--- config.mk ---
export PLATFORM = sky130hd
export DESIGN_NAME = fhss_rc_frame_builder
export DESIGN_NICKNAME = d
export VERILOG_FILES = /design/src/rtl/frb_pkg.sv /design/src/rtl/fhss_rc_frame_builder.sv /design/src/rtl/frb_sched.sv /design/src/rtl/frb_lane.sv /design/src/rtl/frb_serial.sv
export SDC_FILE = /design/constraint.sdc
export NUM_CORES = 2
export LEC_CHECK = 0
export BUFFER_PORTS_ARGS = -buffer_cell sky130_fd_sc_hd__buf_2
export CAP_MARGIN = 5
export CORE_MARGIN = 1
export CORE_UTILIZATION = 50
export CTS_CLUSTER_SIZE = 28
export DETAILED_ROUTE_END_ITERATION = 10
export PLACE_DENSITY = 0.66
export SYNTH_ARGS = -nofsm -noshare
export SYNTH_HDL_FRONTEND = slang
export SYNTH_HIERARCHICAL = 1
export SYNTH_SLANG_ARGS = --single-unit
--- constraint.sdc ---
create_clock -name clk -period 8.75 [get_ports clk]
set_input_delay 1.3125 -clock clk [delete_from_list [all_inputs] [get_ports clk]]
set_output_delay 1.3125 -clock clk [all_outputs]
set_load 0.02 [all_outputs]
--- src/rtl/frb_pkg.sv ---
// frame builder package: shared types, constants and the failsafe code function
// used by the scheduler, lane, serialiser and top level; depends on nothing
package frb_pkg;

	localparam int STICK_W   = 15;
	localparam int CODE_W    = 12;
	localparam int CNT_W     = 10;
	localparam int HOP_W     = 5;
	localparam int CMD_W     = 4;
	localparam int LANES     = 4;
	localparam int CHANNELS  = 8;
	localparam int FRAME_LEN = 13;
	localparam int POS_W     = 4;
	localparam int CFG_IDX_W = 3;
	localparam int CFG_W     = 64;

	localparam logic [POS_W-1:0] POS_LAST = 4'(FRAME_LEN - 1);

	// stick scaling
	localparam int STICK_MAX  = 16384;
	localparam int STICK_GAIN = 410;
	localparam int PROD_W     = 23;
	localparam logic signed [15:0] CODE_MID = 16'sd1520;
	localparam logic signed [15:0] CODE_MAX = 16'sd2135;
	localparam logic signed [15:0] CODE_MIN = 16'sd905;

	// failsafe coding
	localparam logic [12:0] FS_MID    = 13'h0C00;
	localparam logic [12:0] FS_CAP    = 13'h0DFF;
	localparam logic [17:0] FS_RECIP  = 18'd134218;
	localparam logic [CODE_W-1:0] HOLD_CODE     = 12'h400;
	localparam logic [CODE_W-1:0] THROTTLE_FLAG = 12'h800;

	// failsafe counter
	localparam logic [CNT_W-1:0] WRAP_MASK = 10'h3FC;

	// command bits
	localparam int CMD_SLOT  = 0;
	localparam int CMD_NORM  = 1;
	localparam int CMD_FS    = 2;
	localparam int CMD_UPPER = 3;

	localparam logic [7:0] FRAME_HEAD = 8'h81;
	localparam logic [6:0] HOP_LIMIT  = 7'd29;
	localparam logic [6:0] HOP_SKIP   = 7'd30;
	localparam logic [6:0] HOP_MOD    = 7'd31;
	localparam logic [7:0] SYNTH_BASE = 8'd16;

	typedef enum logic [CFG_IDX_W-1:0] {
		REG_TX_ID     = 3'd0,
		REG_HOP_CODE  = 3'd1,
		REG_FS_MASK   = 3'd2,
		REG_FS_VALUES = 3'd3,
		REG_ACTIVE    = 3'd4
	} cfg_reg_t;

	typedef enum logic [1:0] {
		MODE_STICK = 2'd0,
		MODE_FS    = 2'd1,
		MODE_HOLD  = 2'd2
	} lane_mode_t;

	typedef struct packed {
		logic [CMD_W-1:0] cmd;
		logic [HOP_W-1:0] hop;
		logic [7:0]       synth;
	} pkt_info_t;

	typedef struct packed {
		logic en1;
		logic en2;
		logic en3;
	} pipe_en_t;

	typedef lane_mode_t [LANES-1:0] mode_vec_t;
	typedef logic [LANES-1:0][CODE_W-1:0] code_vec_t;

	function automatic logic [CODE_W-1:0] fs_code(input logic [7:0] b);
		logic [7:0]  m;
		logic [25:0] prod;
		logic [9:0]  mag;
		logic [12:0] v;
		m    = b[7] ? 8'(~b + 8'd1) : b;
		prod = 26'(m) * 26'(FS_RECIP);
		mag  = prod[24:15];
		v    = b[7] ? FS_MID + 13'(mag) : FS_MID - 13'(mag);
		if (v > FS_CAP) begin
			v = FS_CAP;
		end
		return v[CODE_W-1:0];
	endfunction

endpackage

--- src/rtl/fhss_rc_frame_builder.sv ---
// top level of the hopping rc frame builder: configuration registers,
// pipeline control, scheduler, four channel lanes and the serialiser; uses frb_pkg
// an item passes registered stages s1, s2, s3 and loads into the free serialiser, whose
// first byte is then valid; the serialiser emits one byte a cycle while out_stall is low
// a following item is taken and scaled while the current frame drains
// reset: asynchronous, clears pipeline, slot, counter and hop channel, config to defaults
module fhss_rc_frame_builder #(
	parameter int FULL_SCALE = 10000
) (
	input  logic                                 clk,
	input  logic                                 arst_n,
	input  logic                                 cfg_we,
	input  logic [frb_pkg::CFG_IDX_W-1:0]        cfg_index,
	input  logic [frb_pkg::CFG_W-1:0]            cfg_data,
	input  logic                                 in_valid,
	output logic                                 in_stall,
	input  logic signed [frb_pkg::STICK_W-1:0]   stick_1,
	input  logic signed [frb_pkg::STICK_W-1:0]   stick_2,
	input  logic signed [frb_pkg::STICK_W-1:0]   stick_3,
	input  logic signed [frb_pkg::STICK_W-1:0]   stick_4,
	input  logic signed [frb_pkg::STICK_W-1:0]   stick_5,
	input  logic signed [frb_pkg::STICK_W-1:0]   stick_6,
	input  logic signed [frb_pkg::STICK_W-1:0]   stick_7,
	input  logic signed [frb_pkg::STICK_W-1:0]   stick_8,
	output logic                                 out_valid,
	input  logic                                 out_stall,
	output logic [7:0]                           frame_byte,
	output logic [frb_pkg::POS_W-1:0]            byte_position,
	output logic                                 final_byte,
	output logic [7:0]                           synth_channel
);

	logic [15:0]                  tx_id_q;
	logic [frb_pkg::HOP_W-1:0]    hop_code_q;
	logic [7:0]                   fs_mask_q;
	logic [63:0]                  fs_values_q;
	logic [4:0]                   active_q;

	logic                         v_s1, v_s2, v_s3;
	frb_pkg::pkt_info_t           info_s1, info_s2, info_s3;
	frb_pkg::pkt_info_t           info_now;
	frb_pkg::mode_vec_t           modes;
	frb_pkg::pipe_en_t            pipe;
	frb_pkg::code_vec_t           codes;
	logic                         ready_s1, ready_s2, ready_s3;
	logic                         ser_ready;
	logic                         accept;
	logic                         load;

	logic signed [frb_pkg::STICK_W-1:0] sticks [frb_pkg::CHANNELS];

	assign sticks[0] = stick_1;
	assign sticks[1] = stick_2;
	assign sticks[2] = stick_3;
	assign sticks[3] = stick_4;
	assign sticks[4] = stick_5;
	assign sticks[5] = stick_6;
	assign sticks[6] = stick_7;
	assign sticks[7] = stick_8;

	always_ff @(posedge clk or negedge arst_n) begin
		if (!arst_n) begin
			tx_id_q     <= '0;
			hop_code_q  <= '0;
			fs_mask_q   <= '0;
			fs_values_q <= '0;
			active_q    <= 5'd8;
		end else if (cfg_we) begin
			unique case (frb_pkg::cfg_reg_t'(cfg_index))
				frb_pkg::REG_TX_ID:     tx_id_q     <= cfg_data[15:0];
				frb_pkg::REG_HOP_CODE:  hop_code_q  <= cfg_data[frb_pkg::HOP_W-1:0];
				frb_pkg::REG_FS_MASK:   fs_mask_q   <= cfg_data[7:0];
				frb_pkg::REG_FS_VALUES: fs_values_q <= cfg_data;
				frb_pkg::REG_ACTIVE:    active_q    <= cfg_data[4:0];
				default: ;
			endcase
		end
	end

	assign load     = v_s3 && ser_ready;
	assign ready_s3 = !v_s3 || ser_ready;
	assign ready_s2 = !v_s2 || ready_s3;
	assign ready_s1 = !v_s1 || ready_s2;
	assign in_stall = !ready_s1;
	assign accept   = in_valid && ready_s1;

	assign pipe.en1 = accept;
	assign pipe.en2 = v_s1 && ready_s2;
	assign pipe.en3 = v_s2 && ready_s3;

	always_ff @(posedge clk or negedge arst_n) begin
		if (!arst_n) begin
			v_s1 <= 1'b0;
			v_s2 <= 1'b0;
			v_s3 <= 1'b0;
		end else begin
			if (ready_s1) begin
				v_s1 <= in_valid;
			end
			if (ready_s2) begin
				v_s2 <= v_s1;
			end
			if (ready_s3) begin
				v_s3 <= v_s2;
			end
		end
	end

	always_ff @(posedge clk) begin
		if (pipe.en1) begin
			info_s1 <= info_now;
		end
		if (pipe.en2) begin
			info_s2 <= info_s1;
		end
		if (pipe.en3) begin
			info_s3 <= info_s2;
		end
	end

	frb_sched u_sched (
		.clk      (clk),
		.arst_n   (arst_n),
		.accept   (accept),
		.hop_code (hop_code_q),
		.fs_mask  (fs_mask_q),
		.active   (active_q),
		.info     (info_now),
		.modes    (modes)
	);

	for (genvar k = 0; k < frb_pkg::LANES; k++) begin : g_lane
		logic [2:0] idx;
		assign idx = {info_now.cmd[frb_pkg::CMD_UPPER], 2'(k)};

		frb_lane #(
			.FULL_SCALE (FULL_SCALE)
		) u_lane (
			.clk     (clk),
			.pipe    (pipe),
			.stick   (sticks[idx]),
			.mode    (modes[k]),
			.fs_byte (fs_values_q[8*idx +: 8]),
			.code    (codes[k])
		);
	end

	frb_serial u_serial (
		.clk           (clk),
		.arst_n        (arst_n),
		.load          (load),
		.info          (info_s3),
		.codes         (codes),
		.tx_id         (tx_id_q),
		.hop_code      (hop_code_q),
		.out_stall     (out_stall),
		.ready         (ser_ready),
		.out_valid     (out_valid),
		.frame_byte    (frame_byte),
		.byte_position (byte_position),
		.final_byte    (final_byte),
		.synth_channel (synth_channel)
	);

endmodule

--- src/rtl/frb_sched.sv ---
// packet scheduler: slot bit, failsafe counter and hop channel state
// builds the four-bit command and lane modes per item; uses frb_pkg
module frb_sched (
	input  logic                                 clk,
	input  logic                                 arst_n,
	input  logic                                 accept,
	input  logic [frb_pkg::HOP_W-1:0]            hop_code,
	input  logic [frb_pkg::CHANNELS-1:0]         fs_mask,
	input  logic [4:0]                           active,
	output frb_pkg::pkt_info_t                   info,
	output frb_pkg::mode_vec_t                   modes
);

	logic                          slot_q;
	logic [frb_pkg::CNT_W-1:0]     fcnt_q;
	logic [frb_pkg::HOP_W-1:0]     hop_q;
	logic [frb_pkg::CNT_W-1:0]     fcnt_next;
	logic [frb_pkg::CMD_W-1:0]     cmd;
	logic [6:0]                    step;
	logic [6:0]                    hop_sum;
	logic [frb_pkg::HOP_W-1:0]     hop_next;

	always_comb begin
		fcnt_next = fcnt_q + frb_pkg::CNT_W'(slot_q);
		cmd = '0;
		cmd[frb_pkg::CMD_SLOT] = slot_q;
		if ((fcnt_next & frb_pkg::WRAP_MASK) == frb_pkg::WRAP_MASK) begin
			cmd[frb_pkg::CMD_FS] = (fcnt_next[0] == slot_q);
		end else begin
			cmd[frb_pkg::CMD_NORM] = 1'b1;
		end
		cmd[frb_pkg::CMD_UPPER] = fcnt_next[0];
	end

	always_comb begin
		for (int k = 0; k < frb_pkg::LANES; k++) begin
			logic [2:0] idx;
			idx = {cmd[frb_pkg::CMD_UPPER], 2'(k)};
			if (!cmd[frb_pkg::CMD_FS]) begin
				modes[k] = frb_pkg::MODE_STICK;
			end else if ((5'(idx) < active) && fs_mask[idx]) begin
				modes[k] = frb_pkg::MODE_FS;
			end else begin
				modes[k] = frb_pkg::MODE_HOLD;
			end
		end
	end

	always_comb begin
		step    = 7'(hop_code) + 7'd2;
		hop_sum = 7'(hop_q) + step;
		if (hop_sum > frb_pkg::HOP_LIMIT) begin
			if (hop_sum == frb_pkg::HOP_SKIP) begin
				hop_sum = hop_sum + step;
			end
			hop_sum = hop_sum - frb_pkg::HOP_MOD;
		end
		hop_next = hop_sum[frb_pkg::HOP_W-1:0];
	end

	assign info.cmd   = cmd;
	assign info.hop   = hop_q;
	assign info.synth = {1'b0, hop_q, 2'b00} + {2'b00, hop_q, 1'b0} + frb_pkg::SYNTH_BASE;

	always_ff @(posedge clk or negedge arst_n) begin
		if (!arst_n) begin
			slot_q <= 1'b0;
			fcnt_q <= '0;
			hop_q  <= '0;
		end else if (accept) begin
			slot_q <= ~slot_q;
			fcnt_q <= fcnt_next;
			if (slot_q) begin
				hop_q <= hop_next;
			end
		end
	end

endmodule

--- src/rtl/frb_lane.sv ---
// one channel lane: stick scaling by reciprocal multiply with one correction,
// clamp and code selection over three registered stages; uses frb_pkg
module frb_lane #(
	parameter int FULL_SCALE = 10000
) (
	input  logic                               clk,
	input  frb_pkg::pipe_en_t                  pipe,
	input  logic signed [frb_pkg::STICK_W-1:0] stick,
	input  frb_pkg::lane_mode_t                mode,
	input  logic [7:0]                         fs_byte,
	output logic [frb_pkg::CODE_W-1:0]         code
);

	localparam int  FRAC   = 20;
	localparam int  Q_MAX  = frb_pkg::STICK_MAX * frb_pkg::STICK_GAIN / FULL_SCALE;
	localparam int  QW     = $clog2(Q_MAX + 1);
	localparam longint K   = (longint'(frb_pkg::STICK_GAIN) << FRAC) / FULL_SCALE;
	localparam int  KW     = $clog2(K + 1);
	localparam int  MW     = frb_pkg::STICK_W + KW;
	localparam int  PRODW  = (MW > FRAC + QW) ? MW : FRAC + QW;
	localparam int  PW     = frb_pkg::PROD_W;
	localparam logic [KW-1:0] K_C  = KW'(K);
	localparam logic [PW:0]   FS_C = (PW+1)'(FULL_SCALE);

	logic signed [frb_pkg::STICK_W-1:0] stick_s1;
	frb_pkg::lane_mode_t                mode_s1;
	logic [7:0]                         fsb_s1;

	logic [QW-1:0]                      q0_s2;
	logic [PW-1:0]                      p410_s2;
	logic                               neg_s2;
	frb_pkg::lane_mode_t                mode_s2;
	logic [frb_pkg::CODE_W-1:0]         fsc_s2;

	logic [QW-1:0]                      q_s3;
	logic                               neg_s3;
	frb_pkg::lane_mode_t                mode_s3;
	logic [frb_pkg::CODE_W-1:0]         fsc_s3;

	logic [frb_pkg::STICK_W-1:0]        mag;
	logic [PRODW-1:0]                   prod_k;
	logic [PW:0]                        qfs;
	logic [PW:0]                        rem;
	logic signed [15:0]                 v;

	always_comb begin
		mag    = stick_s1[frb_pkg::STICK_W-1] ? frb_pkg::STICK_W'(-stick_s1)
		                                      : frb_pkg::STICK_W'(stick_s1);
		prod_k = PRODW'(mag) * PRODW'(K_C);
	end

	always_comb begin
		qfs = (PW+1)'(q0_s2) * FS_C;
		rem = {1'b0, p410_s2} - qfs;
	end

	always_ff @(posedge clk) begin
		if (pipe.en1) begin
			stick_s1 <= stick;
			mode_s1  <= mode;
			fsb_s1   <= fs_byte;
		end
		if (pipe.en2) begin
			q0_s2   <= prod_k[FRAC +: QW];
			p410_s2 <= PW'(mag) * PW'(frb_pkg::STICK_GAIN);
			neg_s2  <= stick_s1[frb_pkg::STICK_W-1];
			mode_s2 <= mode_s1;
			fsc_s2  <= frb_pkg::fs_code(fsb_s1);
		end
		if (pipe.en3) begin
			q_s3    <= q0_s2 + QW'(rem >= FS_C);
			neg_s3  <= neg_s2;
			mode_s3 <= mode_s2;
			fsc_s3  <= fsc_s2;
		end
	end

	always_comb begin
		v = neg_s3 ? frb_pkg::CODE_MID + 16'(q_s3) : frb_pkg::CODE_MID - 16'(q_s3);
		if (v > frb_pkg::CODE_MAX) begin
			v = frb_pkg::CODE_MAX;
		end else if (v < frb_pkg::CODE_MIN) begin
			v = frb_pkg::CODE_MIN;
		end
		unique case (mode_s3)
			frb_pkg::MODE_STICK: code = v[frb_pkg::CODE_W-1:0];
			frb_pkg::MODE_FS:    code = fsc_s3;
			frb_pkg::MODE_HOLD:  code = frb_pkg::HOLD_CODE;
			default:             code = frb_pkg::HOLD_CODE;
		endcase
	end

endmodule

--- src/rtl/frb_serial.sv ---
// frame packer and byte serialiser: packs 13 bytes into a frame register
// and emits one byte per cycle while out_stall is low; uses frb_pkg
module frb_serial (
	input  logic                        clk,
	input  logic                        arst_n,
	input  logic                        load,
	input  frb_pkg::pkt_info_t          info,
	input  frb_pkg::code_vec_t          codes,
	input  logic [15:0]                 tx_id,
	input  logic [frb_pkg::HOP_W-1:0]   hop_code,
	input  logic                        out_stall,
	output logic                        ready,
	output logic                        out_valid,
	output logic [7:0]                  frame_byte,
	output logic [frb_pkg::POS_W-1:0]   byte_position,
	output logic                        final_byte,
	output logic [7:0]                  synth_channel
);

	logic [7:0]                 frame_q [frb_pkg::FRAME_LEN];
	logic [7:0]                 synth_q;
	logic [frb_pkg::POS_W-1:0]  pos_q;
	logic                       full_q;
	logic [7:0]                 pk [frb_pkg::FRAME_LEN];
	logic [frb_pkg::CODE_W-1:0] c0, c1, c2, c3;
	logic                       take;

	always_comb begin
		c0 = codes[0];
		c1 = codes[1];
		c2 = codes[2];
		c3 = codes[3];
		if (info.cmd[frb_pkg::CMD_FS] && !info.cmd[frb_pkg::CMD_UPPER]) begin
			c2 = c2 | frb_pkg::THROTTLE_FLAG;
		end
		pk[0]  = frb_pkg::FRAME_HEAD;
		pk[1]  = tx_id[15:8];
		pk[2]  = tx_id[7:0];
		pk[3]  = 8'h00;
		pk[4]  = 8'h00;
		pk[5]  = {info.hop, c0[11:9]};
		pk[6]  = c0[8:1];
		pk[7]  = {c0[0], c1[11:5]};
		pk[8]  = {c1[4:0], c2[11:9]};
		pk[9]  = c2[8:1];
		pk[10] = {c2[0], c3[11:5]};
		pk[11] = {c3[4:0], hop_code[4:2]};
		pk[12] = {hop_code[1:0], 2'b00, info.cmd};
	end

	assign take          = full_q && !out_stall;
	assign ready         = !full_q || (take && (pos_q == frb_pkg::POS_LAST));
	assign out_valid     = full_q;
	assign frame_byte    = frame_q[pos_q];
	assign byte_position = pos_q;
	assign final_byte    = (pos_q == frb_pkg::POS_LAST);
	assign synth_channel = synth_q;

	always_ff @(posedge clk) begin
		if (load) begin
			frame_q <= pk;
			synth_q <= info.synth;
		end
	end

	always_ff @(posedge clk or negedge arst_n) begin
		if (!arst_n) begin
			pos_q  <= '0;
			full_q <= 1'b0;
		end else if (load) begin
			pos_q  <= '0;
			full_q <= 1'b1;
		end else if (take) begin
			if (pos_q == frb_pkg::POS_LAST) begin
				pos_q  <= '0;
				full_q <= 1'b0;
			end else begin
				pos_q <= pos_q + 1'b1;
			end
		end
	end

endmodule
Word level (Yosys, flattened, before mapping):

Cells that the tools add are included.

* register bits after elaboration: 647
* logic and storage cells: 296

* $add $sub $neg: 40
* multiply operators: 16
* order comparisons: 30
* equality and inequality tests: 12
* shifts and indexed selects: 4
* muxes and demuxes: 66
* bitwise logic cells: 10
* reductions and logical operators: 36

Operators by type and width (number)
* 64-bit by 7-bit variable part select with 8-bit output: 4
* 15-bit binary-select mux with 3-bit select: 4
* 15-bit 2-to-1 mux: 12
* 15-bit by 16-bit multiplier with 30-bit output (second input constant): 4
* 24-bit by 14-bit >= comparator with 1-bit output (second input constant): 4
* 8-bit by 17-bit multiplier with 24-bit output (second input constant): 4
* 12-bit 2-to-1 mux: 8
* 12-bit case mux with 2 select lines: 4
* 23-bit by 24-bit subtractor with 24-bit output: 4
* 15-bit by 8-bit multiplier with 22-bit output (second input constant): 4
* 10-bit by 10-bit multiplier with 20-bit output (second input constant): 4
* 16-bit by 13-bit > comparator with 1-bit output (second input constant): 4
* 16-bit by 11-bit < comparator with 1-bit output (second input constant): 4
* 16-bit 2-to-1 mux: 4
* 15-bit negator: 4
* 12-bit by 10-bit adder with 13-bit output (first input constant): 4
* 13-bit by 12-bit > comparator with 1-bit output (second input constant): 4
* 13-bit 2-to-1 mux: 4
* 12-bit by 10-bit subtractor with 13-bit output (first input constant): 4
* 10-bit by 1-bit adder with 10-bit output: 5
* 11-bit by 10-bit adder with 12-bit output (first input constant): 4
* 8-bit 2-to-1 mux: 6
* 11-bit by 10-bit subtractor with 12-bit output (first input constant): 4
* 8-bit by 1-bit adder with 8-bit output (second input constant): 4
* 36 further kinds: 103

Logic depth before layout (Yosys ltp):

* depth in word-level cells: 9
* mapped depth: 31
* gate-level depth less buffers: 31

Modules after synthesis:

The synthesis kept the hierarchy.

Modules (own cells, without submodules)
* frb_lane at g_lane[2].u_lane: times used 1, cells an instance 1456, area an instance 14806.7 sq um, sequential area each 2762.6 sq um
* frb_lane at g_lane[0].u_lane: times used 1, cells an instance 1418, area an instance 14602.8 sq um, sequential area each 2762.6 sq um
* frb_lane at g_lane[1].u_lane: times used 1, cells an instance 1362, area an instance 14336.2 sq um, sequential area each 2762.6 sq um
* frb_lane at g_lane[3].u_lane: times used 1, cells an instance 1381, area an instance 14224.9 sq um, sequential area each 2762.6 sq um
* fhss_rc_frame_builder: times used 1, cells an instance 377, area an instance 6451.2 sq um, sequential area each 4060.1 sq um
* frb_serial: times used 1, cells an instance 221, area an instance 3639.7 sq um, sequential area each 2707.6 sq um
* frb_sched: times used 1, cells an instance 202, area an instance 1821.7 sq um, sequential area each 400.4 sq um

Least setup slack after synthesis:

OpenSTA, ideal clock, no wires.

* path type: flip-flop to flip-flop
* start: register g_lane[1].u_lane/stick_s1[0] (netlist bit)
* end: register g_lane[1].u_lane.q0_s2[9] (data pin)
* library setup time: 0.260 ns
* arrival time: 7.444 ns
* required time: 8.490 ns
* setup slack: 1.046 ns
* stages on the path, launching flop included: 28
* cell sequence: edfxtp_1 -> inv_1 -> ha_1 -> nand2_1 -> or3_1 -> or3_1 -> or2_2 -> o41ai_1 -> xnor2_1 -> inv_1 -> fa_1 -> inv_1 -> fa_1 -> inv_1 -> fa_1 -> inv_1 -> fa_1 -> fa_1 -> fa_1 -> ha_1 -> a21o_1 -> a2111oi_0 -> a211o_1 -> a31oi_1 -> a41oi_1 -> nand2b_1 -> a21oi_1 -> xnor2_1

* longest elaborated chain between the ends: 3

RTL lines
* start: declaration: line frb_lane.sv:25 `logic signed [frb_pkg::STICK_W-1:0] stick_s1;`
* start signal: assignment: line frb_lane.sv:59 `stick_s1 <= stick;`
* 15-bit negator: line frb_lane.sv:47 `mag = stick_s1[frb_pkg::STICK_W-1] ? frb_pkg::STICK_W'(-stick_s1)`
* 15-bit 2-to-1 mux (*): line frb_lane.sv:47
* 15-bit by 16-bit multiplier with 30-bit output (*): line frb_lane.sv:49 `prod_k = PRODW'(mag) * PRODW'(K_C);`
* via g_lane[1].u_lane.prod_k[29]: line frb_lane.sv:41 `logic [PRODW-1:0] prod_k;`
* end signal: assignment: line frb_lane.sv:64 `q0_s2 <= prod_k[FRAC +: QW];`
* end: declaration: line frb_lane.sv:29 `logic [QW-1:0] q0_s2;`

The timed path passes the listed nets; every way through them passes the cells marked *.
A chain may end at the register's enable or synchronous reset.

Worst setup path after layout:

* start: register g_lane[3].u_lane/stick_s1[0] (netlist bit)
* end: register g_lane[3].u_lane.q0_s2[9] (data pin)

* longest elaborated chain between the ends: 3

RTL lines (line)
* start: declaration: frb_lane.sv:25
* start signal: assignment: frb_lane.sv:59
* 15-bit negator: frb_lane.sv:47
* 15-bit 2-to-1 mux (*): frb_lane.sv:47
* 15-bit by 16-bit multiplier with 30-bit output (*): frb_lane.sv:49
* via g_lane[3].u_lane.prod_k[29]: frb_lane.sv:41
* end signal: assignment: frb_lane.sv:64
* end: declaration: frb_lane.sv:29

Marks and branches as above.

==> qor.csv <==
stage,metric,value,unit
floorplanning,rows,136,
floorplanning,start_util,50.6,%
place,io_buffers,214,
cts,cts_num_sinks,627,
sta,timing.final.crit_share,94.4,%
place,hpwl,126000,um
logic_synthesis,synth_top_area_share,22.3,%
place,dp_cells,8471,
route,wl_met2,72800,um
global_routing,overflow,0,
critical_path,reg2regPathDepth,26,
status,outcome,completed,
critical_path,worstReg2RegStart,g_lane[3].u_lane/stick_s1[0]$_DFFE_PP_,
sta,fin_skew,0.0484,ns
critical_path,start_kind,flop,
cts,postCtsHoldBufs,0,
cts,clk_latency,0.69,ns
finish,final_common_cell,ha_1,
sta,slew_headroom,22.7,%
route,maxUsedRoutingLayer,met5,
finish,stdcell_count,8600,
sta,final-hold-violation-count,0,
route,met1Wirelength,69900,um
logic_synthesis,yosysSeqAreaShare,26.1,%
logic_synthesis,async_flop_share,19.5,%
logic_synthesis,yosysTopAreaCell,ha_1,
finish,n_antenna_cell,0,
critical_path,end_kind,flop,
floorplanning,die_h,376,um
sta,worstMarginPinSlew,1.15,ns
logic_synthesis,ys_ff_latch,627,
floorplanning,dieArea,0.141,mm^2
cts,htreeDepth,3,
logic_synthesis,syn_inst,6417,
route,wire_per_inst,17.8,um
sta,rsz0062_at_grt,no,
floorplanning,core_area,0.138,mm^2
floorplanning,dieWidth,376,um
global_routing,grt_pass1_wl,250000,um
finish,mostFrequentLayoutCells,"ha_1 (1244), inv_1 (1112), fa_1 (623), edfxtp_1 (505), xnor2_1 (279)",
sta,setup_viol,0,
route,dr_wl_met3,6660,um
critical_path,crit_path_max_fanout,6,
critical_path,worst_r2r_endpoint,g_lane[3].u_lane/q0_s2[9]$_DFFE_PP_,
place,routabilityCongestion,0.905,
global_routing,grt_pass1_vias,47846,
cts,clockBufferDepth,3,
sta,slew_viol_final,0,
critical_path,slowest_stage,or4_1,
logic_synthesis,synth_edf_count,505,
critical_path,criticalPathCategory,flop to flop,
logic_synthesis,synth.area.top_cells,"ha_1 (22%), edfxtp_1 (22%), fa_1 (18%), inv_1 (6.0%), dfrtp_1 (4.3%)",
route,drt_first_pass_iters,6,
hold_path,min_from,info_s3[10]$_DFFE_PP_,
route,drc_errors,0,
critical_path,crit_path_max_incr_delay,0.57,ns
job,max_cap_viol_count,0,
critical_path,startpoint,g_lane[3].u_lane/stick_s1[0]$_DFFE_PP_,
sta,fmax,121,MHz
cts,numCtsBuffers,72,
sta,layout_min_cycle_time,8.26,ns
cts,cts_tree,yes,
sta,finalSetupTns,0,ns
global_routing,grt_max_degree,84,
global_routing,grt.total_usage,22.3,%
cts,cts.clk_slew.worst_paths,0.06,ns
route,ant_nets,0,
critical_path,worst_ep_arrival_time,8.68,ns
logic_synthesis,yosys.cell_types.count,147,
route,drt_wl_total,153000,um
logic_synthesis,yosys_warnings,6,
route,viasPerCell,5.42,
route,num_vias,46645,
logic_synthesis,synthesis.area,0.0699,mm^2
route,initialDrtViolationCount,2491,
global_routing,grt_antenna_before_repair,5,
finish,drive_above_1_share,11.1,%
cts,root_buffer,clkbuf_16,
critical_path,required,9.17,ns
hold_path,hold_path_end,u_serial/frame_q[61]$_DFFE_PP_,
floorplanning,io_pins,215,
logic_synthesis,avgSynthCellArea,10.9,um^2
logic_synthesis,yosys_most_used_dff,edfxtp_1,
finish,final_util,54.9,%
finish,layout.nets,8742,
critical_path,timing.reg2reg.setup_slack,0.49,ns
finish,area_delta_synth_final,8.32,%
hold_path,hold_class,flop to flop,
logic_synthesis,syn_nets,8477,
hold_path,hold_depth,0,
## cell type report
| cell class | count | area, um^2 |
|---|---|---|
| Sequential cell | 627 | 18200 |
| Fill cell | 11958 | 62300 |
| Clock buffer | 83 | 1860 |
| Multi-Input combinational cell | 4591 | 47000 |
| Tap cell | 1863 | 2330 |
| Timing Repair Buffer | 276 | 1540 |
| Inverter | 1114 | 4180 |
| Clock inverter | 46 | 522 |
## what timing repair did
item | in CTS | in global routing
resized for setup | 0 | 2
setup endpoints to repair | 0 | 2
setup buffers | 0 | 0
## worst max path at each step
| stage | end | slack [ns] | cells after the start |
|---|---|---|---|
| finish | g_lane[3].u_lane/q0_s2[9]$_DFFE_PP_ | 0.49 | 26 |
| global route | g_lane[3].u_lane/q0_s2[9]$_DFFE_PP_ | 0.01 | 25 |
| CTS | g_lane[1].u_lane/q0_s2[9]$_DFFE_PP_ | 0.35 | 25 |
| detailed placement | g_lane[1].u_lane/q0_s2[9]$_DFFE_PP_ | 0.38 | 25 |
| global placement | g_lane[1].u_lane/q0_s2[9]$_DFFE_PP_ | 0.46 | 25 |
| floorplan | g_lane[1].u_lane/q0_s2[9]$_DFFE_PP_ | 1.05 | 27 |
## cell families after synthesis
group           after synthesis  share of synthesized area [%]
buf+inv                    1199                           6.67
xor+xnor                    401                           5.13
other cells                   1                        0.00537
simple gates               1055                           7.93
flops                       627                           26.1
fa+ha+maj                  1868                           40.1
mux                         242                           3.87
compound gates             1024                           10.2
## routing by layer
metal | vias to the layer above | global-route usage (%)
li1 | 22810 | -
met1 | 22778 | 30.1
met2 | 865 | 37.2
met3 | 190 | 3.37
met4 | 2 | 5.75
met5 | - | 0
## worst max-delay path, delay by kind of cell (launching register included)
kind	cells	cell delay [ns]
fa+ha+maj	8	3.05
xor+xnor	2	0.44
flops	1	0.50
compound gates	9	2.57
simple gates	4	1.09
buf+inv	3	0.36
## flip-flops by register name, indices dropped and copies added (netlist names), 16 cells and up
signal / flops
g_lane.u_lane/q0_s2: 40
g_lane.u_lane/fsc_s2: 44
info_s3: 17
u_serial/frame_q: 78
tx_id_q: 16
info_s2: 17
g_lane.u_lane/fsc_s3: 44
g_lane.u_lane/p410_s2: 76
fs_values_q: 64
g_lane.u_lane/fsb_s1: 32
g_lane.u_lane/stick_s1: 60
info_s1: 17
g_lane.u_lane/q_s3: 40
## synthesized netlist by cell type (20+ instances only)
| cell type | count |
|---|---|
| a211oi_1 | 20 |
| a21o_1 | 72 |
| a21oi_1 | 250 |
| a221oi_1 | 22 |
| a31oi_1 | 42 |
| and2_1 | 26 |
| and3_1 | 32 |
| clkbuf_1 | 43 |
| dfrtp_1 | 121 |
| edfxtp_1 | 505 |
| fa_1 | 623 |
| ha_1 | 1245 |
| inv_1 | 1112 |
| mux2_2 | 209 |
| mux2i_1 | 30 |
| nand2_1 | 232 |
| nand2b_1 | 53 |
| nand3_1 | 95 |
| nand4_1 | 32 |
| nor2_1 | 253 |
| nor2b_1 | 52 |
| nor3_1 | 90 |
| o211ai_1 | 34 |
| o21a_1 | 41 |
| o21ai_0 | 183 |
| o21ai_1 | 24 |
| o21bai_1 | 29 |
| o31ai_1 | 31 |
| or2_2 | 30 |
| or3_1 | 33 |
| xnor2_1 | 279 |
| xor2_1 | 115 |
## metrics by stage
| step | setup slack (ns) | hold WS, ns | area (um^2) |
|---|---|---|---|
| floorplan | 1.05 | 0.400 | 69900 |
| finish | 0.490 | 0.408 | 75700 |
| global route | 0.0120 | 0.416 | 75700 |
| CTS | 0.349 | 0.410 | 75700 |
| global placement | 0.461 | 0.401 | 73300 |
| detailed placement | 0.378 | 0.405 | 73300 |
Power is left out: the tool's default activity adds up to more than one toggle a clock period on the data nets, which glitch-free logic cannot reach.
